===== config.mk =====
export PLATFORM = sky130hd
export DESIGN_NAME = bpge_front
export DESIGN_NICKNAME = d
export VERILOG_FILES = /design/src/rtl/bpge_pkg.sv /design/src/rtl/bpge_front.sv
export SDC_FILE = /design/constraint.sdc
export NUM_CORES = 1
export LEC_CHECK = 0
export BUFFER_PORTS_ARGS = -buffer_cell sky130_fd_sc_hd__clkbuf_2
export CAP_MARGIN = 0
export CORE_MARGIN = 5
export CORE_UTILIZATION = 51
export CTS_CLUSTER_SIZE = 30
export DETAILED_ROUTE_END_ITERATION = 10
export PLACE_DENSITY_LB_ADDON = 0.15
export SETUP_SLACK_MARGIN = 0.1
export SYNTH_ARGS = -nofsm -noshare
export SYNTH_HDL_FRONTEND = slang
export SYNTH_SLANG_ARGS = --single-unit

===== constraint.sdc =====
create_clock -name clk -period 5.1 [get_ports clk]
set_input_delay 0.51 -clock clk [delete_from_list [all_inputs] [get_ports clk]]
set_output_delay 0.51 -clock clk [all_outputs]
set_load 0.02 [all_outputs]

===== src/rtl/bpge_pkg.sv =====
// Shared types, constants and gate codes for the bit-parallel gate evaluator.
package bpge_pkg;

  localparam int NET_COUNT = 1024;
  localparam int NET_W     = $clog2(NET_COUNT);
  localparam int LANES     = 64;
  localparam int WORD_W    = 64;
  localparam int SRC_MAX   = 4;
  localparam int QDEPTH    = 4;
  localparam int QPTR_W    = $clog2(QDEPTH);

  localparam logic [WORD_W-1:0] ALL_ONES  = {WORD_W{1'b1}};
  localparam logic [WORD_W-1:0] LANE_MASK = ALL_ONES >> (WORD_W - LANES);

  typedef enum logic [1:0] {
    CMD_WRITE = 2'd0,
    CMD_GATE  = 2'd1,
    CMD_READ  = 2'd2,
    CMD_NONE  = 2'd3
  } cmd_t;

  localparam logic [3:0] FN_AND    = 4'd0;
  localparam logic [3:0] FN_OR     = 4'd1;
  localparam logic [3:0] FN_NAND   = 4'd2;
  localparam logic [3:0] FN_NOR    = 4'd3;
  localparam logic [3:0] FN_XOR    = 4'd4;
  localparam logic [3:0] FN_XNOR   = 4'd5;
  localparam logic [3:0] FN_NOT    = 4'd6;
  localparam logic [3:0] FN_BUF    = 4'd7;
  localparam logic [3:0] FN_CONST0 = 4'd8;
  localparam logic [3:0] FN_CONST1 = 4'd9;
  localparam logic [3:0] FN_LUT    = 4'd10;

  localparam logic [1:0] LIT_ZERO = 2'd1;
  localparam logic [1:0] LIT_ONE  = 2'd2;

  localparam logic KIND_READ = 1'b0;
  localparam logic KIND_GATE = 1'b1;

  typedef struct packed {
    logic [1:0]        command;
    logic [3:0]        func;
    logic [NET_W-1:0]  dest_net;
    logic [2:0]        src_count;
    logic [NET_W-1:0]  src_a;
    logic [NET_W-1:0]  src_b;
    logic [NET_W-1:0]  src_c;
    logic [NET_W-1:0]  src_d;
    logic [7:0]        cube_pattern;
    logic              cube_end;
    logic              gate_end;
    logic [WORD_W-1:0] word;
  } item_t;

  typedef struct packed {
    logic              kind;
    logic [NET_W-1:0]  net_index;
    logic [WORD_W-1:0] net_word;
  } result_t;

  typedef enum logic [1:0] {
    OP_WRITE = 2'd0,
    OP_GATE  = 2'd1,
    OP_READ  = 2'd2
  } op_t;

  // Decoded work word handed from front to back.
  typedef struct packed {
    op_t                          op;
    logic [3:0]                   func;
    logic [NET_W-1:0]             dest;
    logic [2:0]                   n;
    logic [SRC_MAX-1:0][NET_W-1:0] src;
    logic [7:0]                   pattern;
    logic                         cend;
    logic                         gend;
    logic [WORD_W-1:0]            word;
  } work_t;

  typedef struct packed {
    logic  valid;
    work_t work;
  } queue_head_t;

endpackage


===== src/rtl/bpge_front.sv =====
// Front end: accept input words, classify them and queue the decoded work.
module bpge_front (
  input  logic                  clk,
  input  logic                  rst,
  input  bpge_pkg::item_t       item,
  input  logic                  item_valid,
  output logic                  item_stall,
  output bpge_pkg::queue_head_t head,
  input  logic                  pop
);
  import bpge_pkg::*;

  work_t             q [QDEPTH];
  logic [QPTR_W-1:0] wr_ptr;
  logic [QPTR_W-1:0] rd_ptr;
  logic [QPTR_W:0]   count;
  logic              push;
  logic              take;
  work_t             dec;

  assign item_stall = (count == (QPTR_W+1)'(QDEPTH));
  assign take       = item_valid && !item_stall;
  assign push       = take && (cmd_t'(item.command) != CMD_NONE);

  always_comb begin
    dec         = '0;
    case (cmd_t'(item.command))
      CMD_WRITE: dec.op = OP_WRITE;
      CMD_GATE:  dec.op = OP_GATE;
      default:   dec.op = OP_READ;
    endcase
    dec.func    = item.func;
    dec.dest    = item.dest_net;
    // clamp fan-in to the chunk width
    dec.n       = (item.src_count > 3'(SRC_MAX)) ? 3'(SRC_MAX) : item.src_count;
    dec.src[0]  = item.src_a;
    dec.src[1]  = item.src_b;
    dec.src[2]  = item.src_c;
    dec.src[3]  = item.src_d;
    dec.pattern = item.cube_pattern;
    dec.cend    = item.cube_end;
    dec.gend    = item.gate_end;
    dec.word    = item.word;
  end

  always_ff @(posedge clk) begin
    if (push) begin
      q[wr_ptr] <= dec;
    end
  end

  always_ff @(posedge clk) begin
    if (rst) begin
      wr_ptr <= '0;
      rd_ptr <= '0;
      count  <= '0;
    end else begin
      if (push) begin
        wr_ptr <= wr_ptr + 1'b1;
      end
      if (pop) begin
        rd_ptr <= rd_ptr + 1'b1;
      end
      count <= count + (QPTR_W+1)'(push) - (QPTR_W+1)'(pop);
    end
  end

  assign head.valid = (count != '0);
  assign head.work  = q[rd_ptr];

`ifndef ASSERT_OFF
  a_no_pop_empty: assert property (@(posedge clk) disable iff (rst)
    pop |-> count != '0) else $error("pop from empty queue");
  a_count_bound: assert property (@(posedge clk) disable iff (rst)
    count <= (QPTR_W+1)'(QDEPTH)) else $error("queue count overflow");
  a_count_step: assert property (@(posedge clk) disable iff (rst)
    (push && !pop) |=> count == $past(count) + 1'b1) else $error("count lost a push");
`endif

endmodule


; Yosys cells after proc, flatten, opt, wreduce, memory -nomap -nowiden
; Memory sizes are Yosys's and may differ from the RTL's. A register that Yosys moved wholly into a read port is not among the register bits.
; Cells that the tools add are included.
[word_totals]
mem_bits_rw = 532
inputBits = 137
output_inout_bits = 135
memories = 1
register_bits = 7
[op_classes]
n_reduce_logical = 5
n_addsub = 4
n_eq_ne = 3
mux = 6
n_lt_le_gt_ge = 1
[memory_table]
columns = memory, words, word_bits, read_ports, rd_ports_with_merged_regs, wr, line_no
row1 = q, 4, 133, 1, 1, 1, bpge_front.sv:13  ; work_t q [QDEPTH];
[ops]
columns = operator, n
row1 = "2-bit by 1-bit adder with 2-bit output, second input constant", 2
row2 = 2-bit 2-to-1 mux, 2
row3 = 2-bit one-hot mux with 2 select lines, 1
row4 = 3-bit by 1-bit adder with 3-bit output, 1
row5 = "3-bit == test, second input constant", 1
row6 = "3-bit greater-than comparator, second input constant", 1
row7 = 3-bit 2-to-1 mux, 1
row8 = 3-bit nonzero test, 1
row9 = 3-bit by 1-bit subtractor with 3-bit output, 1
row10 = "2-bit by 1-bit == test with 1-bit output, second input constant", 1
row11 = 1-bit logical AND, 2
row12 = 2-bit zero test, 1
row13 = 1-bit 2-to-1 mux, 2
row14 = "2-bit != test, second input constant", 1
row15 = 1-bit zero test, 1

; Logic depth before layout (Yosys ltp)
; Gate-level depths: netlist (run 1).
[depth]
depth_word = 6
ltp_mapped = 9
ltp_nobuf = 9

; Worst setup path after synthesis (run 1)
; OpenSTA, ideal clock, no wires.
[synth_path]
path_kind = register to register
from = reg count[2]
to = mem q[0][0] in the netlist's numbering, enable pin
arrival_time_ns = 4.020
setup_slack_ns = 0.572
setup_time_ns = 0.508
stages_incl_launch_ff = 4
path_cell_list = dfxtp_1 > nor3b_1 > a211oi_2 > and2_1
[synth_via]
elab_chain_len = 6
[synth_lines]
columns = item, line_no
row1 = "start, declared", bpge_front.sv:16  ; logic [QPTR_W:0] count;
row2 = "start signal, assigned", bpge_front.sv:64  ; count <= count + (QPTR_W+1)'(push) - (QPTR_W+1)'(pop);
row3 = 3-bit == test, bpge_front.sv:21  ; assign item_stall = (count == (QPTR_W+1)'(QDEPTH));
row4 = net item_stall, bpge_front.sv:7  ; output logic item_stall,
row5 = 1-bit zero test, bpge_front.sv:22  ; assign take = item_valid && !item_stall;
row6 = 1-bit logical AND, bpge_front.sv:22
row7 = 1-bit logical AND, bpge_front.sv:23  ; assign push = take && (cmd_t'(item.command) != CMD_NONE);
row8 = 1-bit 2-to-1 mux, bpge_front.sv:47  ; if (push) begin
row9 = 1-bit 2-to-1 mux (implied by the code), bpge_front.sv:48  ; q[wr_ptr] <= dec;
row10 = "end, declared", bpge_front.sv:13
; The timed path passes the listed nets, and every way through them passes these cells.

==> results of run 1 <==
[cells in the mapped netlist, types with 3 or more instances]
cell	number	share of area [%]
and2_1	4	0.13
buf_2	15	0.38
buf_6	9	0.52
clkbuf_1	9	0.17
dfxtp_1	9	0.92
edfxtp_1	532	81
ha_1	6	0.38
inv_1	7	0.13
mux4_2	133	15
nor2_1	6	0.11
nor2b_1	5	0.16
xnor2_1	3	0.13
[flip-flops by register name, summed over array words and instances, names as in the netlist, named ones only]
signal	flops
q	532
rd_ptr	2
count	3
wr_ptr	2
[per-layer routing]
layer  routed length, um  global-route usage [%]
met5                  28                       0
met4                 682                   5.038
met3                2678                   4.911
met2               17810                   26.53
met1               16490                   26.32
[cell families after synthesis]
group / after synthesis / share of synthesized area, %
mux: 135 / 15.34
xor+xnor: 4 / 0.1782
simple gates: 20 / 0.5537
fa+ha+maj: 7 / 0.4837
flops: 541 / 82.17
buf+inv: 40 / 1.203
compound gates: 1 / 0.06363
[layout by cell type, fill, tap and decap left out, drive strengths merged]
master,Yosys,routed
inv,7,8
xnor2,3,3
mux4,133,133
ha,6,6
xor2,1,1
mux2i,1,1
a211oi,1,1
dfxtp,9,9
edfxtp,532,532
diode,0,1
bufinv,0,2
clkbuf,9,340
fa,1,1
nand2,1,1
clkinv,0,24
nor2b,5,5
and2,4,4
nor2,6,6
buf,24,10
nand2b,2,2
or3,1,1
mux2,1,1
nor3b,1,1
[power by group]
group	total, mW	internal, mW	switching (mW)
Clock	3.60	2.06	1.53
Combinational	1.32	0.503	0.812
Sequential	5.30	5.22	0.0767
Total	10.2	7.79	2.42
[worst max-delay path: cells and delay by family (launching register included)]
| family | cells | cell delay [ps] |
|---|---|---|
| flip-flops | 1 | 700 |
| multiplexers | 1 | 440 |
| buffers and inverters | 2 | 720 |
[area by class of cell]
type	count	share of cell area, %
Sequential cell	541	69.55
Clock buffer	69	6.148
Antenna cell	1	0.01077
Timing Repair Buffer	281	6.536
Multi-Input combinational cell	167	14.10
Inverter	7	0.1131
Tap cell	518	2.789
Clock inverter	27	0.7537
[how the worst max path moves through the flow]
stage | end | cells after the start | slack, ps | startpoint
floorplan | q[0][0] | 3 | 570 | count[2]
global placement | q[3][110] | 4 | 2220 | item[132]
detailed placement | q[3][108] | 4 | 2210 | item[132]
CTS | head[125] | 3 | 2030 | flop
global route | head[125] | 3 | 1980 | flop
finish | head[125] | 3 | 2120 | flop
==> results by stage, run 1 <==
Outcome:
- The run finished with clean final reports.

Synth:
- The part of the Yosys area used for sequential elements is 82.17%.
- The number of synthesis warnings is 0.
- The proportion of register bits with asynchronous set or reset after synthesis is 0%.
- Counting flops with a built-in enable in the synthesized netlist gives 532.
- The number of different library cells in the post-synthesis netlist is 21.
- The register bit total from synthesis is around 540.
- A synthesized cell averages 26.28 um2.
- The cell area that synthesis handed to floorplanning was approximately 20000 um2.
- The most used flip-flop cell after synthesis is edfxtp_1.
- After technology mapping, the gate count stands at 748.
- The synthesized netlist net count is 892.

Drt:
- The total wire length is 37680 um.
- Dividing the detail-routed wire length by the instance count gives roughly 23 um.
- The iteration-0 DRC count of the detailed router is 537.
- Detailed routing inserted a total of 8689 vias.
- In the routed layout, each cell is associated on average with a via count of around 5.4.
- The number of remaining DRC errors is 0.
- The pre-antenna-repair detailed-routing pass consisted of 4 iterations.
- The count of nets left with antenna violations once routing finished came out at 0.

Clock tree:
- The buffer levels on the longest clock path is 3.
- After clock tree synthesis, the clock-pin slew on the worst setup and hold paths is approximately 60 ps.
- The post-CTS repair timing setup buffer count is 0.
- TritonCTS built the clock tree.
- The cell sitting at the root of the clock tree is a clkbuf_16.
- In this run, CTS created clock tree buffers numbering 53.
- The clock reaches the later pin of the worst-skew pair after 590 ps.
- Hold repair after CTS inserted 0 buffers.
- The number of gates resized after CTS is 0.
- The tree built by TritonCTS fans out to 541 sinks.
- The number of levels the H-tree was split into is 2.

Worst setup path:
- In this run the register-to-register setup slack is 2420 ps.
- STA classifies the critical path endpoint as an output port.
- The classification of the worst setup path is flop to output port.
- For this run, the slowest stage of the critical path takes 700 ps.
- The slowest cell on the critical path is dfxtp_4.
- The worst register-to-register path begins at count[1].
- The number of cells on the worst reg-to-reg path is 4.
- In this run the critical register-to-register path is captured at q[0][32].
- Along the worst path, the maximum fanout reaches 36.
- The worst setup path is launched from a flop.
- Walking the worst path, the cells encountered are buf_4 > mux4_2 > clkbuf_2.
- The worst endpoint required time is 4590 ps.
- Data arrives at the worst endpoint at about 2500 ps.

Final layout:
- Of the cells placed in the final design, the portion with a size suffix greater than 1 is 45.15%.
- After the last flow step, the layout net total stands at roughly 1200.
- The layout-stage area growth over the synthesis result is 18.21%.
- The area of all placed cells without fillers is between 20000 and 25000 um2.
- After filler insertion, the fill cell instance count of the layout stands at 2761.
- The number of standard cells in the layout, taps in and fillers out is 1611.
- The footprint of the flip-flops and latches is around 16000 um2.
- The final core utilization is 60.56%.
- The area of the multi-input gates is roughly 3300 um2.

Floorplan:
- The count of boundary I/O pins is 272.
- The die area is between 40000 and 50000 um2.
- The region available for standard cell placement spans 38380 um2.
- The die height is roughly 210 um.
- The initial core utilization is 51.23%.
- The row count is 72.
- The die is 206.3 um wide.

Timing:
- The final critical path takes up 58.50% of the cycle.
- After layout, the minimum clock period comes to between 2000 and 3000 ps.
- Final hold analysis gives a worst-case slack of between 100 and 150 ps.
- Timing would allow up to 0.3352 GHz.
- The final-report setup violation count is 0.
- At the pin with the least slew margin, the transition time is 1015 ps.
- The number of failing hold endpoints at the final stage is 0.
- The final setup TNS is 0 ps.
- The worst clock skew on the final layout is 12.10 ps.
- Setup repair after global routing left no endpoint under its margin.
- Measured against its own limit, the worst slew margin works out to between 30% and 40%.
- The worst path meets setup with 2116 ps of slack.
- The final count of pins violating max slew came to 0.

Power and ir drop:
- The power density normalized to cell area is around 440 nW/um2.
- In this run the static leakage power is 7.799 nW.
- Across the VDD grid, the largest voltage drop is 0.3343 mV.
- The total power is between 10 and 15 mW.

Place:
- Once placement finished, the instance area stood at around 22000 um2.
- The number of placed instances, taps included, is 1514.
- At the end of routability-driven placement, the weighted congestion stood at 0.7128.
- The count of input and output buffers is 271.
- Summed over all nets, the half-perimeter wirelength after detailed placement is 22450 um.
- Timing analysis after detailed placement gives a worst setup slack of 2207 ps.

GRT:
- The aggregate global-route resource usage is roughly 18%.
- After global routing the overflow that remains totals 0.
- The first global-routing pass estimated ~56000 um of wire.
- The number of antenna violations at the first check in global routing is 4.
- Entering global routing, the biggest net connects 113 pins.
- The number of global-route vias before repair is between 9000 and 10000.

Worst hold path:
- The hold path endpoint is q[1][44].
- The class of the worst hold path is input pin to flop.
- Counting instances, the worst hold path has a depth of 1.
- The startpoint of the worst hold path is item[44].

Job:
- Max-cap violations in this run came to 0.
(Power assumes the default switching activity.)
==> run 2: changes to the inputs <==
- clock period: 5.1 -> 2.9 ns (I/O delays scaled with it)
==> results by stage, run 2 (same netlist as run 1, synthesis figures left out) <==
Place:
- The final estimated routing congestion in global placement is 0.7070 (-0.81%).
- The post-placement cell count was 1525 (+0.73%).
- The count of input and output buffers was 271 (unchanged).
- The placed cell area is 21790 um2 (+0.73%).
- The HPWL reported at the end of detailed placement is 22510 um (+0.24%).

Timing:
- The final setup TNS is 0 ps (unchanged).
- Setup repair after global routing left no endpoint under its margin.
- The final cycle utilization of the critical path is approximately nine tenths.
- The headroom to the max-slew limit is 65.05% (+33 points).
- The fmax is 0.3815 GHz.
- The worst clock skew on the final layout is 31.88 ps (+19.77 ps).
- The slew at the pin closest to its max-slew limit is 523.3 ps (-491.5 ps).
- The final-report setup violation count is 0 (unchanged).
- The final critical delay including setup and external delays is 2621 ps.
- The number of failing hold endpoints at the final stage was 0 (unchanged).
- The final count of pins violating max slew was 0 (unchanged).

Power and ir drop:
- The leakage power is 8.430 nW (+8.1%).
- The largest vdd supply drop is 0.5533 mV (+65%).
- The power density normalized to cell area is 736.3 nW/um2 (+68%).

Drt:
- The remaining number of nets flagged by the antenna check after routing is 0 (unchanged).
- The number of remaining DRC errors is 0 (unchanged).
- The number of iterations in the first detailed-routing pass is 4 (unchanged).
- The total wire length is 37800 um (+0.31%).
- The detailed-route vias per instance is 5.288 (-2.0%).
- The average wire length per cell after detail routing is 21.59 um (-7.7%).
- The iteration-0 DRC count of the detailed router came to 498 (-7.3%).
- The total via count after detailed routing is 9259 (+6.6%).

Clock tree:
- The number of levels the H-tree was split into is 2 (unchanged).
- The clock-pin slew of the registers on the worst-case setup and hold paths is 60 ps (about the same).
- The TritonCTS buffer count is 53 (unchanged).
- The post-CTS repair timing setup buffer count was 0 (unchanged).
- The buffer levels on the longest clock path came to 3 (unchanged).
- TritonCTS built the clock tree.
- The number of clock sinks seen by CTS is 541 (unchanged).
- The number of gates resized after CTS came to 0 (unchanged).
- The clock latency on the worst-skew pair came to 590 ps (about the same).
- CTS placed an instance of clkbuf_16 at the clock tree root.

Floorplan:
- The core region area is 38380 um2 (unchanged).
- The initial core utilization came to 51.23% (unchanged).
- The die area came to 42580 um2 (unchanged).
- The die outline width is 206.3 um (unchanged).
- The die height is 206.3 um (unchanged).
- The row count came to 72 (unchanged).
- The count of boundary I/O pins is 272 (unchanged).

Outcome:
- The flow ran to the end, and the final reports show no timing, DRC or antenna violations.

Job:
- The number of maximum-capacitance constraint violations is 0 (unchanged).

Final layout:
- Ranked by flip-flop count, first place goes to q.
- The largest registers in the layout are q: 532 flops, count: 3 flops.
- The most common library cell in the layout ignoring fill and taps is edfxtp_1.
- In the layout the commonest cells are 532 x edfxtp_1, 271 x clkbuf_2, 133 x mux4_2.
- The number of standard cells in the layout, taps in and fillers out came to 1751 (+8.7%).
- The net count reported at finish came to 1338 (+12%).
- The fraction of layout instances using a drive strength above 1 is 40.91% (-4.2 points).
- The layout-stage area growth over the synthesis result is 25.82%.
- The final core utilization is 64.46% (+3.9 points).
- The flip-flop count of the largest register, all copies and words added is 532 (unchanged).
- The area of all placed cells without fillers came to 24740 um2 (+6.4%).

Worst setup path:
- The worst setup path is launched from a flop.
- The worst endpoint required time is 2610 ps (-1980 ps).
- The data arrival at the endpoint of the critical path is 2330 ps (-140 ps).
- The critical path in this run is classified as flop to output port.
- The largest fanout on the critical path was 19 (-47%).
- The register-to-register setup slack was 610 ps (-1810 ps).
- The category of the worst setup path capture point is an output port.

GRT:
- The total congestion overflow after global routing is 0 (unchanged).
- The pin count of the biggest net entering global routing came to 68 (-40%).
- The number of global-route vias before repair is 10080 (+12%).
- The aggregate global-route resource usage is 17.96% (+0.18 points).
- The wire length of the first global-routing pass is 57880 um (+3.1%).
- The number of antenna violations at the first check in global routing is 1 (-3).

Worst hold path:
- The min-delay analysis places its worst path in the category input pin to flop.
==> run 2: changes by cell type in the layout (fill, tap and decap cells not counted) <==
cell           delta
buf_4             +5
dlygate4sd3_1   +132
clkinvlp_4        +1
clkinv_2          -2
buf_12            +6
bufinv_16         +1
clkbuf_1          -3
==> run 2: timing repair <==
action                                  in CTS  in global routing
hold buffers                               132                  0
hold endpoints to repair                   526                  0
endpoints found under the setup margin       0                  0
==> run 2: power by group <==
| part | internal, mW | switching (mW) |
|---|---|---|
| combinational | 1.04 | 1.46 |
| sequential | 9.17 | 0.139 |
| clock | 3.70 | 2.70 |
==> run 2: layer usage <==
layer	GRT usage, %	up-vias	part of all wire [%]
li1	-	4124	-
met1	24.32	4839	42
met2	29.44	252	50
met3	4.488	44	6.5
met4	5.228	0	1.8
met5	0	-	0
==> run 2: metrics by stage <==
stage          hold WS [ps]  worst slack [ps]  power (mW)
2_1_floorplan         388.9            -164.5       10.97
3_3_place_gp          505.9             642.6       11.85
3_5_place_dp          509.1             606.0       11.89
4_1_cts               41.97             172.1       18.47
5_1_grt               96.96             107.0       18.94
6_report              83.56             278.7       18.21
==> run 2: critical path: stages (launching register included) <==
cell	delay [ps]
dfxtp_4	620
buf_4	360
mux4_2	570
clkbuf_2	180
==> run 2: cell type report <==
cell class / instances / area (um2)
Antenna cell: 1 / 2.502
Clock buffer: 66 / 1418
Clock inverter: 27 / 202.7
Fill cell: 2612 / 13640
Inverter: 7 / 26.28
Multi-Input combinational cell: 167 / 3278
Sequential cell: 541 / 16160
Tap cell: 518 / 648.1
Timing Repair Buffer: 424 / 2998
==> run 2: worst paths after layout <==
kind | from | to | cells after the start
worst max-delay path | flop | head[37] | 3
worst min-delay path | item_valid | wr_ptr[1] | 4
worst max register to register | count[2] | count[2] | 9
worst min register to register | wr_ptr[1] | wr_ptr[1] | 2
